`config.mk`:
```
export PLATFORM = sky130hd
export DESIGN_NAME = ppu_scroll_address_unit_flat
export DESIGN_NICKNAME = d
export VERILOG_FILES = /design/src/hw/rtl/psau_pkg.sv /design/src/hw/rtl/psau_item_if.sv /design/src/hw/rtl/psau_result_if.sv /design/src/hw/rtl/psau_update.sv /design/src/hw/rtl/ppu_scroll_address_unit.sv /design/src/flat_wrapper.sv
export VERILOG_INCLUDE_DIRS = /design/src /design/src/hw/rtl
export SDC_FILE = /design/constraint.sdc
export NUM_CORES = 1
export LEC_CHECK = 0
export ABC_AREA = 1
export BUFFER_PORTS_ARGS = -buffer_cell sky130_fd_sc_hd__clkbuf_2
export CORE_ASPECT_RATIO = 0.8
export CORE_UTILIZATION = 45
export CTS_CLUSTER_SIZE = 24
export DETAILED_ROUTE_END_ITERATION = 8
export PLACE_DENSITY = 0.73
export SYNTH_ARGS = -nofsm -noshare
export SYNTH_HDL_FRONTEND = slang
export SYNTH_SLANG_ARGS = --single-unit
```
`constraint.sdc`:
```
create_clock -name i_clk -period 6.9 [get_ports i_clk]
set_clock_uncertainty 0.1 [all_clocks]
set_input_delay 0 -clock i_clk [delete_from_list [all_inputs] [get_ports i_clk]]
set_output_delay 0 -clock i_clk [all_outputs]
set_load 0.01 [all_outputs]
```
`src/hw/rtl/ppu_scroll_address_unit_defines.svh`:
```
// ----------------------------------------------------------------------------
// ppu scroll address unit assertion macros
// concurrent checks, compiled out when NO_ASSERTIONS is defined
// ----------------------------------------------------------------------------
`ifndef PPU_SCROLL_ADDRESS_UNIT_DEFINES_SVH
`define PPU_SCROLL_ADDRESS_UNIT_DEFINES_SVH

`ifndef NO_ASSERTIONS
// consequent holds in the same cycle as the antecedent
`define PSAU_ASSERT_SAME(label, clk, rst_n, ante, cons) \
    label: assert property (@(posedge clk) disable iff (!rst_n) (ante) |-> (cons)) \
        else $error("psau check failed in the same cycle");
// consequent holds in the cycle after the antecedent
`define PSAU_ASSERT_NEXT(label, clk, rst_n, ante, cons) \
    label: assert property (@(posedge clk) disable iff (!rst_n) (ante) |=> (cons)) \
        else $error("psau check failed one cycle later");
`else
`define PSAU_ASSERT_SAME(label, clk, rst_n, ante, cons)
`define PSAU_ASSERT_NEXT(label, clk, rst_n, ante, cons)
`endif

`endif

```
`src/hw/rtl/psau_pkg.sv`:
```
// ----------------------------------------------------------------------------
// psau_pkg
// types and constants shared by the scroll address unit
// ----------------------------------------------------------------------------
`timescale 1ns / 1ps
`default_nettype none

package psau_pkg;

    localparam int unsigned ADDR_W = 15;

    typedef enum logic [2:0] {
        OP_REG_WRITE   = 3'd0,
        OP_STATUS_READ = 3'd1,
        OP_DATA_READ   = 3'd2,
        OP_INC_X       = 3'd3,
        OP_INC_Y       = 3'd4,
        OP_COPY_HORIZ  = 3'd5,
        OP_COPY_VERT   = 3'd6
    } t_op;

    localparam logic [2:0] REG_CTRL   = 3'd0;
    localparam logic [2:0] REG_MASK   = 3'd1;
    localparam logic [2:0] REG_SCROLL = 3'd5;
    localparam logic [2:0] REG_ADDR   = 3'd6;
    localparam logic [2:0] REG_DATA   = 3'd7;

    localparam logic [ADDR_W-1:0] FINE_Y_BITS   = 15'h7000;
    localparam logic [ADDR_W-1:0] COARSE_Y_BITS = 15'h03E0;
    localparam logic [ADDR_W-1:0] VERT_NT_BIT   = 15'h0800;
    localparam logic [ADDR_W-1:0] HORIZ_BITS    = 15'h041F;
    localparam logic [ADDR_W-1:0] VERT_BITS     = 15'h7BE0;
    localparam logic [ADDR_W-1:0] PALETTE_BASE  = 15'h3F00;
    localparam logic [ADDR_W-1:0] SCROLL_KEEP   = 15'h0C1F;
    localparam logic [4:0]        ROW_LAST      = 5'd29;
    localparam logic [4:0]        ROW_MAX       = 5'd31;

    typedef struct packed {
        logic [2:0] op;
        logic [2:0] reg_index;
        logic [7:0] data;
    } t_item;

    typedef struct packed {
        logic [ADDR_W-1:0] cur_addr;
        logic [ADDR_W-1:0] temp_addr;
        logic [2:0]        fine_x;
        logic              write_toggle;
        logic              step_by_row;
        logic              render_enable;
    } t_state;

    typedef struct packed {
        logic [ADDR_W-1:0] access_addr;
        logic [ADDR_W-1:0] vram_addr;
        logic [2:0]        fine_x_out;
        logic              toggle_out;
    } t_result;

endpackage

`default_nettype wire

```
`src/hw/rtl/psau_item_if.sv`:
```
// ----------------------------------------------------------------------------
// psau_item_if
// input operation channel, valid/ready
// ----------------------------------------------------------------------------
`timescale 1ns / 1ps
`default_nettype none

interface psau_item_if;
    logic       valid;
    logic       ready;
    logic [2:0] op;
    logic [2:0] reg_index;
    logic [7:0] data;

    modport source (output valid, output op, output reg_index, output data, input ready);
    modport sink   (input valid, input op, input reg_index, input data, output ready);
endinterface

`default_nettype wire

```
`src/hw/rtl/psau_result_if.sv`:
```
// ----------------------------------------------------------------------------
// psau_result_if
// result channel, valid/ready
// ----------------------------------------------------------------------------
`timescale 1ns / 1ps
`default_nettype none

interface psau_result_if;
    logic        valid;
    logic        ready;
    logic [14:0] access_addr;
    logic [14:0] vram_addr;
    logic [2:0]  fine_x_out;
    logic        toggle_out;

    modport source (output valid, output access_addr, output vram_addr,
                    output fine_x_out, output toggle_out, input ready);
    modport sink   (input valid, input access_addr, input vram_addr,
                    input fine_x_out, input toggle_out, output ready);
endinterface

`default_nettype wire

```
`src/hw/rtl/psau_update.sv`:
```
// ----------------------------------------------------------------------------
// psau_update
// next-state and result logic for one operation
// ----------------------------------------------------------------------------
`timescale 1ns / 1ps
`default_nettype none

module psau_update (
    input  psau_pkg::t_state  i_state,
    input  psau_pkg::t_item   i_item,
    output psau_pkg::t_state  o_state,
    output psau_pkg::t_result o_result
);

    logic [14:0] w_cur;
    logic [14:0] w_port_next;
    logic [14:0] w_inc_x;
    logic [14:0] w_inc_y;
    logic [14:0] w_copy_h;
    logic [14:0] w_copy_v;
    logic [14:0] w_addr_lo;
    logic [4:0]  w_row;
    logic [4:0]  w_row_next;
    logic [14:0] w_row_wrap;

    assign w_cur       = i_state.cur_addr;
    assign w_port_next = w_cur + (i_state.step_by_row ? 15'd32 : 15'd1);

    // coarse x wraps into the other horizontal nametable
    assign w_inc_x = (w_cur[4:0] == 5'h1F)
                   ? ({w_cur[14:5], 5'd0} ^ 15'h0400)
                   : (w_cur + 15'd1);

    assign w_row      = w_cur[9:5];
    assign w_row_next = ((w_row == psau_pkg::ROW_LAST) || (w_row == psau_pkg::ROW_MAX))
                      ? 5'd0 : (w_row + 5'd1);
    // last visible row flips the vertical nametable, row 31 does not
    assign w_row_wrap = ((w_cur & ~(psau_pkg::FINE_Y_BITS | psau_pkg::COARSE_Y_BITS))
                         ^ ((w_row == psau_pkg::ROW_LAST) ? psau_pkg::VERT_NT_BIT : 15'd0))
                      | {5'd0, w_row_next, 5'd0};
    assign w_inc_y = ((w_cur & psau_pkg::FINE_Y_BITS) == psau_pkg::FINE_Y_BITS)
                   ? w_row_wrap : (w_cur + 15'h1000);

    assign w_copy_h = (w_cur & ~psau_pkg::HORIZ_BITS)
                    | (i_state.temp_addr & psau_pkg::HORIZ_BITS);
    assign w_copy_v = (w_cur & ~psau_pkg::VERT_BITS)
                    | (i_state.temp_addr & psau_pkg::VERT_BITS);

    assign w_addr_lo = {i_state.temp_addr[14:8], i_item.data};

    always_comb begin
        o_state = i_state;
        unique case (psau_pkg::t_op'(i_item.op))
            psau_pkg::OP_REG_WRITE: begin
                unique case (i_item.reg_index)
                    psau_pkg::REG_CTRL: begin
                        o_state.temp_addr[11:10] = i_item.data[1:0];
                        o_state.step_by_row      = i_item.data[2];
                    end
                    psau_pkg::REG_MASK: begin
                        o_state.render_enable = i_item.data[3] | i_item.data[4];
                    end
                    psau_pkg::REG_SCROLL: begin
                        if (!i_state.write_toggle) begin
                            o_state.temp_addr[4:0] = i_item.data[7:3];
                            o_state.fine_x         = i_item.data[2:0];
                        end else begin
                            o_state.temp_addr = (i_state.temp_addr & psau_pkg::SCROLL_KEEP)
                                              | {i_item.data[2:0], 2'b00,
                                                 i_item.data[7:3], 5'd0};
                        end
                        o_state.write_toggle = ~i_state.write_toggle;
                    end
                    psau_pkg::REG_ADDR: begin
                        if (!i_state.write_toggle) begin
                            o_state.temp_addr = {1'b0, i_item.data[5:0],
                                                 i_state.temp_addr[7:0]};
                        end else begin
                            o_state.temp_addr = w_addr_lo;
                            o_state.cur_addr  = w_addr_lo;
                        end
                        o_state.write_toggle = ~i_state.write_toggle;
                    end
                    psau_pkg::REG_DATA: begin
                        o_state.cur_addr = w_port_next;
                    end
                    default: begin
                        o_state = i_state;
                    end
                endcase
            end
            psau_pkg::OP_STATUS_READ: begin
                o_state.write_toggle = 1'b0;
            end
            psau_pkg::OP_DATA_READ: begin
                if (w_cur < psau_pkg::PALETTE_BASE) begin
                    o_state.cur_addr = w_port_next;
                end
            end
            psau_pkg::OP_INC_X: begin
                if (i_state.render_enable) o_state.cur_addr = w_inc_x;
            end
            psau_pkg::OP_INC_Y: begin
                if (i_state.render_enable) o_state.cur_addr = w_inc_y;
            end
            psau_pkg::OP_COPY_HORIZ: begin
                if (i_state.render_enable) o_state.cur_addr = w_copy_h;
            end
            psau_pkg::OP_COPY_VERT: begin
                if (i_state.render_enable) o_state.cur_addr = w_copy_v;
            end
            default: begin
                o_state = i_state;
            end
        endcase
    end

    always_comb begin
        o_result.access_addr = w_cur;
        o_result.vram_addr   = o_state.cur_addr;
        o_result.fine_x_out  = o_state.fine_x;
        o_result.toggle_out  = o_state.write_toggle;
    end

endmodule

`default_nettype wire

```
`src/hw/rtl/ppu_scroll_address_unit.sv`:
```
// ----------------------------------------------------------------------------
// ppu_scroll_address_unit
// scroll and video address registers (v, t, fine x, write toggle)
// ----------------------------------------------------------------------------
// One operation is taken per clock while the result is not stalled, and each
// gives exactly one result. An accepted operation lands in the input register;
// when it advances, the update logic applies it to the address state and loads
// the result register, from which the result is offered. The state loop closes
// through that single update stage, which sets the rate of one operation per
// cycle; a stalled result holds the input register, and the input takes a new
// item whenever the input register is empty or drains in the same cycle.
`timescale 1ns / 1ps
`default_nettype none
`include "ppu_scroll_address_unit_defines.svh"

module ppu_scroll_address_unit (
    input wire logic      i_clk,
    input wire logic      i_rst_n,
    psau_item_if.sink     i_in,
    psau_result_if.source o_out
);

    logic               r_in_valid;
    psau_pkg::t_item    r_item;
    psau_pkg::t_state   r_state;
    psau_pkg::t_state   n_state;
    logic               r_out_valid;
    psau_pkg::t_result  r_res;
    psau_pkg::t_result  n_res;
    logic               w_adv;
    logic               w_state_match;
    logic               w_status_op;
    logic               w_render_idle;
    logic               w_res_unmoved;

    // input register moves on when the result slot is free or being taken
    assign w_adv      = r_in_valid && (!r_out_valid || o_out.ready);
    assign i_in.ready = !r_in_valid || w_adv;

    psau_update u_update (
        .i_state  (r_state),
        .i_item   (r_item),
        .o_state  (n_state),
        .o_result (n_res)
    );

    always_ff @(posedge i_clk) begin
        if (!i_rst_n) begin
            r_in_valid <= 1'b0;
        end else if (i_in.ready) begin
            r_in_valid <= i_in.valid;
        end
    end

    always_ff @(posedge i_clk) begin
        if (i_in.valid && i_in.ready) begin
            r_item.op        <= i_in.op;
            r_item.reg_index <= i_in.reg_index;
            r_item.data      <= i_in.data;
        end
    end

    always_ff @(posedge i_clk) begin
        if (!i_rst_n) begin
            r_state <= '0;
        end else if (w_adv) begin
            r_state <= n_state;
        end
    end

    always_ff @(posedge i_clk) begin
        if (!i_rst_n) begin
            r_out_valid <= 1'b0;
        end else if (w_adv) begin
            r_out_valid <= 1'b1;
        end else if (o_out.ready) begin
            r_out_valid <= 1'b0;
        end
    end

    always_ff @(posedge i_clk) begin
        if (w_adv) begin
            r_res <= n_res;
        end
    end

    assign o_out.valid       = r_out_valid;
    assign o_out.access_addr = r_res.access_addr;
    assign o_out.vram_addr   = r_res.vram_addr;
    assign o_out.fine_x_out  = r_res.fine_x_out;
    assign o_out.toggle_out  = r_res.toggle_out;

    assign w_state_match = (r_state.cur_addr == r_res.vram_addr)
                         && (r_state.fine_x == r_res.fine_x_out)
                         && (r_state.write_toggle == r_res.toggle_out);
    assign w_status_op   = (psau_pkg::t_op'(r_item.op) == psau_pkg::OP_STATUS_READ);
    assign w_render_idle = !r_state.render_enable
                         && ((psau_pkg::t_op'(r_item.op) == psau_pkg::OP_INC_X)
                          || (psau_pkg::t_op'(r_item.op) == psau_pkg::OP_INC_Y)
                          || (psau_pkg::t_op'(r_item.op) == psau_pkg::OP_COPY_HORIZ)
                          || (psau_pkg::t_op'(r_item.op) == psau_pkg::OP_COPY_VERT));
    assign w_res_unmoved = (r_res.vram_addr == r_res.access_addr);

    // the held state always matches the most recent result
    `PSAU_ASSERT_NEXT(a_state_tracks_result, i_clk, i_rst_n, w_adv, w_state_match)

    // status read always leaves the toggle clear
    `PSAU_ASSERT_NEXT(a_status_clears_toggle, i_clk, i_rst_n, w_adv && w_status_op, !r_res.toggle_out)

    // rendering operations are inert with rendering off
    `PSAU_ASSERT_NEXT(a_render_off_inert, i_clk, i_rst_n, w_adv && w_render_idle, w_res_unmoved)

    // a result is never overwritten while it waits
    `PSAU_ASSERT_SAME(a_no_overwrite, i_clk, i_rst_n, r_out_valid && !o_out.ready, !w_adv)

endmodule

`default_nettype wire
```
`src/flat_wrapper.sv`:
```
// flat-port wrapper written by rule: the top's interface ports become plain ports
module ppu_scroll_address_unit_flat 
  (i_clk, i_rst_n, i_in_valid, i_in_op, i_in_reg_index, i_in_data, i_in_ready, o_out_valid, o_out_access_addr, o_out_vram_addr, o_out_fine_x_out, o_out_toggle_out, o_out_ready);
  psau_item_if i_in_i ();
  psau_result_if o_out_i ();
  input wire logic i_clk;
  input wire logic i_rst_n;
  input wire logic [$bits(i_in_i.valid)-1:0] i_in_valid;
  input wire logic [$bits(i_in_i.op)-1:0] i_in_op;
  input wire logic [$bits(i_in_i.reg_index)-1:0] i_in_reg_index;
  input wire logic [$bits(i_in_i.data)-1:0] i_in_data;
  output wire logic [$bits(i_in_i.ready)-1:0] i_in_ready;
  output wire logic [$bits(o_out_i.valid)-1:0] o_out_valid;
  output wire logic [$bits(o_out_i.access_addr)-1:0] o_out_access_addr;
  output wire logic [$bits(o_out_i.vram_addr)-1:0] o_out_vram_addr;
  output wire logic [$bits(o_out_i.fine_x_out)-1:0] o_out_fine_x_out;
  output wire logic [$bits(o_out_i.toggle_out)-1:0] o_out_toggle_out;
  input wire logic [$bits(o_out_i.ready)-1:0] o_out_ready;
  assign i_in_i.valid = i_in_valid;
  assign i_in_i.op = i_in_op;
  assign i_in_i.reg_index = i_in_reg_index;
  assign i_in_i.data = i_in_data;
  assign i_in_ready = i_in_i.ready;
  assign o_out_valid = o_out_i.valid;
  assign o_out_access_addr = o_out_i.access_addr;
  assign o_out_vram_addr = o_out_i.vram_addr;
  assign o_out_fine_x_out = o_out_i.fine_x_out;
  assign o_out_toggle_out = o_out_i.toggle_out;
  assign o_out_i.ready = o_out_ready;
  ppu_scroll_address_unit u_core (.i_clk(i_clk), .i_rst_n(i_rst_n), .i_in(i_in_i), .o_out(o_out_i));
endmodule
```
Word level (Yosys, flattened, before mapping) --
Index checks and enable logic that the tools add are counted.
Storage, ports and cells: word-level logic and storage cells 93, register bits after elaboration 86, output and inout bits 36, input port bits 18
Operators by class: bitwise logic cells 8, muxes and demuxes 26, magnitude comparators 1, reduce and logical (&&, ||, !) cells 19, eq/ne operators 17, $add $sub $neg 4
Operators by type and width (count):
- $mux 15 | 9
- $pmux 15 s6 | 1
- $pmux 15 s2 | 1
- $eq 3x3->1 const B | 7
- $pmux 10 s2 | 1
- $add 15x1->15 const B | 1
- $add 15x13->15 const B | 1
- $add 15x15->15 | 1
- $eq 5x5->1 const B | 3
- $lt 15x14->1 const B | 1
- $or 11x15->15 | 1
- $or 12x15->15 | 1
- $or 15x11->15 | 1
- $reduce_and 5->1 | 3
- $mux 12 | 1
- $or 12x10->12 | 1
- $xor 12x12->12 | 1
- $mux 10 | 1
- $mux 5 | 2
- $mux 3 | 3
- $eq 3x1->1 const B | 2
- $eq 3x2->1 const B | 2
- $logic_not 3->1 | 2
- $mux 6 | 1
- other kinds (17) | 27

Logic depth before layout (Yosys ltp) --
word-level depth 7, gate-level depth with buffers 16, gate-level depth less buffers 16

By module --
From an unflattened synthesis, not the netlist that was laid out.
Second synthesis, totals: cell total of the unflattened synthesis 894, area, all modules 6202.2 µm²
By module, submodules not included:
- ppu_scroll_address_unit | times used 1, area an instance 3221.8 µm², sequential area each 2202.1 µm², cells an instance 296
- psau_update | times used 1, area an instance 2980.4 µm², sequential area each 0.0 µm², cells an instance 598

Least setup slack after synthesis --
OpenSTA, ideal clock, no wires.
path type reg-to-reg, start point reg u_core.r_out_valid, in the netlist u_core.o_out.valid, end point reg u_core.r_state[27] in the netlist's numbering, path buffers 1, path slack 4511 ps, library setup time 111 ps, clock period less this slack 2389 ps, cell stages (with the launch flop) 8, arrival time 2179 ps, cells stage by stage dfxtp_1 nand2_1 nand2_1 inv_1 buf_1 nand4_1 nand2_1 inv_1
Between the ends: cells in the longest elaborated chain, start to end 3
RTL lines:
- start: declaration | RTL line ppu_scroll_address_unit.sv:27 | logic r_out_valid;
- start signal: assignment | RTL line ppu_scroll_address_unit.sv:73 | r_out_valid <= 1'b0;
- start signal: assignment | RTL line ppu_scroll_address_unit.sv:75 | r_out_valid <= 1'b1;
- start signal: assignment | RTL line ppu_scroll_address_unit.sv:77 | r_out_valid <= 1'b0;
- $logic_not 1->1 | RTL line ppu_scroll_address_unit.sv:37 | assign w_adv = r_in_valid && (!r_out_valid || o_out.ready);
- $logic_or 1x1->1 | RTL line ppu_scroll_address_unit.sv:37
- $logic_and 1x1->1 | RTL line ppu_scroll_address_unit.sv:37
- net u_core.w_adv | RTL line ppu_scroll_address_unit.sv:30 | logic w_adv;
- end signal: assignment | RTL line ppu_scroll_address_unit.sv:67 | r_state <= n_state;
- end: declaration | RTL line ppu_scroll_address_unit.sv:25 | psau_pkg::t_state r_state;
The timed path passes the listed nets, and every way through them passes these cells. A chain may end at the register's enable or synchronous reset.

==> summary.txt <==
Layout
  • Final nets: 790
  • Area grow syn2layout: 16.33%
  • Number of fill cells in the layout: 1,092
  • Ant diodes: 0
  • Share of cells above drive strength 1: 15.78%
  • Register Area: 2202 sq um
  • Multi-input logic area: 2576 sq um

STA
  • Fmax: ~410 MHz
  • Worst Tran Pin Value: 0.9549 ns
  • Slew headroom: 36.19%
  • Hold Slack: roughly 0.14 ns
  • Crit path time final: 2.446 ns
  • Fin. Hold Viols: 0
  • Pins over their slew limit: 0
  • Final setup violation count: 0
  • RSZ-0062 raised after global routing: false
  • Period utilisation layout: 35.45%
  • Final TNS setup: 0 ns

Worst setup path
  • Worst setup SP type: flip-flop
  • Flop2flop setup slack: 4.45 ns
  • Worst path max stage delay: a little under 0.7 ns
  • Crit-path cells: inv_2 > nand2_2 > inv_2 > nand2_2 > nand2_4 > a21oi_4 > nand3_1 > nand2_1 > nand3_1
  • Worst path slowest cell: edfxtp_1
  • Setup crit start: u_core.r_item[11]
  • Worst EP required: just under 7 ns
  • CP Class: flip-flop to flip-flop
  • Arr. time, crit path: 2.43 ns
  • Cells on worst reg2reg path: 9
  • R2R Path End: u_core.o_out.vram_addr[1]
  • Reg2reg start: u_core.r_item[11]
  • CP Capture Type: flip-flop
  • Crit-path max FO: 10

Detailed routing
  • Total number of vias: about 5,000
  • Starting DRT DRC Count: 336
  • DRC Markers: 0
  • WL/cell: 16.99 microns
  • Total Wirelength: about 15 mm
  • DR vias/cell: between 5 and 6
  • Pre-Repair DR Iteration Count: 5
  • Post-route ant nets: 0

Floorplanning
  • # rows: 34
  • I/O pin total: 54
  • Die Width: 122.1 microns
  • Die Y: 98.09 microns
  • Core area: between 10,000 and 15,000 sq um
  • Die area: 11,980 sq um
  • Initial core utilization: 46.96%

Pwr
  • LEAKAGE: 2.687 nW
  • Worst VDD drop: ~0.15 mV
  • Power Dens Cells: about 210 nW/um^2

Logic synthesis
  • Syn Area/Cell: ~7.5 sq um
  • Synth warn: 0
  • Post-synth EDFFs: 48
  • Top cells by area, synth: edfxtp_1 (28%), dfxtp_1 (15%), nand2_1 (14%), nand3_1 (6.5%), nor2_1 (5.2%)
  • Gate count of the mapped netlist: approximately 700
  • Synth cell count leaders: nand2_1 (188), nor2_1 (72), inv_1 (69), nand3_1 (67), edfxtp_1 (48)
  • Synth Register Bits: between 80 and 90
  • Synth unique cells: 42
  • Asr flop ratio synth: 0%
  • Dominant cell by count in the synthesized netlist: nand2_1
  • Top_reg_cell synth: edfxtp_1
  • Post-synth top area share: 27.75%
  • Seq/Total Area, Yosys: between 40% and 50%
  • Mapped Area: roughly 5200 sq um
  • Yosys top cell by area: edfxtp_1
  • Post-Syn Nets: 725

Status
  • Status: complete, no violations

Min path
  • Hold_sp: i_rst_n
  • Hold depth: 3
  • Worst Hold End: u_core.r_state[2]
  • Class of the worst hold path: input pin to flip-flop

GRT
  • Largest net degree at the start of global routing: between 50 and 60
  • GR Util All Layers: 27.53%
  • First-pass GRT wire length: 24.71 mm
  • Gr ovfl total: 0
  • Vias in the first global route: around 4,800
  • Antenna violations before repair: 0

Clock tree
  • Clock-pin slew on the worst setup and hold paths: 0.07 ns
  • CTS Root Cell: clkbuf_16
  • Worst skew pair latency: 0.35 ns
  • CTS tree: yes
  • Longest Clk Path Bufs: 2
  • Sink Count: 86
  • H-tree lvl count: 3
  • Post-CTS Setup Inserts: 0
  • Num CTS Buffers: 9

Placement
  • Placed wire-length estimate: between 10 and 15 mm
  • Final Wtd Congestion: approximately 1
  • Port buffer count: 53

Run
  • Max Cap Violations: 0
==> final cells by class <==
cell class,instances,share of cell area (%)
multi-input cells,511,42.64
flip-flops and latches,86,36.45
repair buffers,73,7.621
inverters,81,5.074
clock buffers,10,4.142
well taps,144,2.982
clock inverters,6,1.098
==> sequential cells by signal (all words and copies together), names as in the netlist <==
name                      count
u_core.o_out.access_addr     15
u_core.r_in_valid             1
u_core.o_out.vram_addr       15
u_core.o_out.fine_x_out       3
u_core.o_out.toggle_out       1
u_core.r_item                14
u_core.o_out.valid            1
u_core.r_state               36
==> per-layer routing <==
| layer | GRT usage, % | up-vias | wire, microns |
|---|---|---|---|
| met5 | 0 | - | 0 |
| met4 | 13.70 | 0 | 565 |
| met3 | 6.133 | 38 | 1114 |
| met2 | 41.68 | 190 | 6723 |
| met1 | 36.92 | 2332 | 7078 |
| li1 | - | 2443 | - |
==> layout by cell type, fill, tap and decap left out, drive strengths merged, types with 3 or more instances in the layout <==
master,count
a211oi,3
a21oi,37
a22oi,4
a31oi,11
clkbuf,63
clkinv,7
dfxtp,38
dlygate4sd3,18
edfxtp,48
ha,10
inv,79
nand2,200
nand3,72
nand4,9
nor2,85
nor3,5
o211ai,8
o21ai,53
xor2,7
==> how the worst max path moves through the flow <==
stage | end | cells past startpoint
floorplan | u_core.r_state[27] | 7
CTS | u_core.o_out.vram_addr[1] | 9
global route | u_core.o_out.vram_addr[13] | 14
finish | u_core.o_out.vram_addr[1] | 9
global placement | u_core.o_out.vram_addr[1] | 9
detailed placement | u_core.o_out.vram_addr[1] | 9
==> kinds of logic (layout without fill, tap and decap cells) <==
family | count (synthesis) | count (layout) | share of synthesized area, %
simple gates | 373 | 373 | 32.67
compound gates | 120 | 120 | 13.18
buf+inv | 100 | 170 | 7.998
flops | 86 | 86 | 42.40
fa+ha+maj | 10 | 10 | 2.409
xor+xnor | 8 | 8 | 1.349
==> repair_timing <==
action / in CTS / in global routing
gates resized for setup: 0 / 0
hold buffers: 18 / 0
hold endpoints to repair: 16 / 0
==> per-stage QoR <==
stage	setup slack [ns]	std cells	utilization (%)	cell area, sq um	power, mW
4_1_cts	4.467	911	54.63	6042	1.269
6_report	4.454	911	54.63	6042	1.263
2_1_floorplan	4.511	697	-	5194	0.7023
3_3_place_gp	4.509	877	50.14	5545	0.7498
3_5_place_dp	4.474	877	50.14	5545	0.7520
5_1_grt	4.252	911	54.63	6042	1.311
==> critical path, delay by kind of cell, from the launching register on <==
| kind | cells | cell delay, ns |
|---|---|---|
| simple gates | 6 | 0.95 |
| compound gates | 1 | 0.21 |
| flops | 1 | 0.68 |
| buf+inv | 2 | 0.23 |
==> where the power goes <==
part / total (mW) / leakage [nW] / internal, mW / switching (mW)
combinational: 0.150 / 1.76 / 0.0524 / 0.0973
clock: 0.512 / 0.158 / 0.304 / 0.208
sequential: 0.602 / 0.772 / 0.571 / 0.0303
Note: power is estimated with default switching activity, not from simulation.
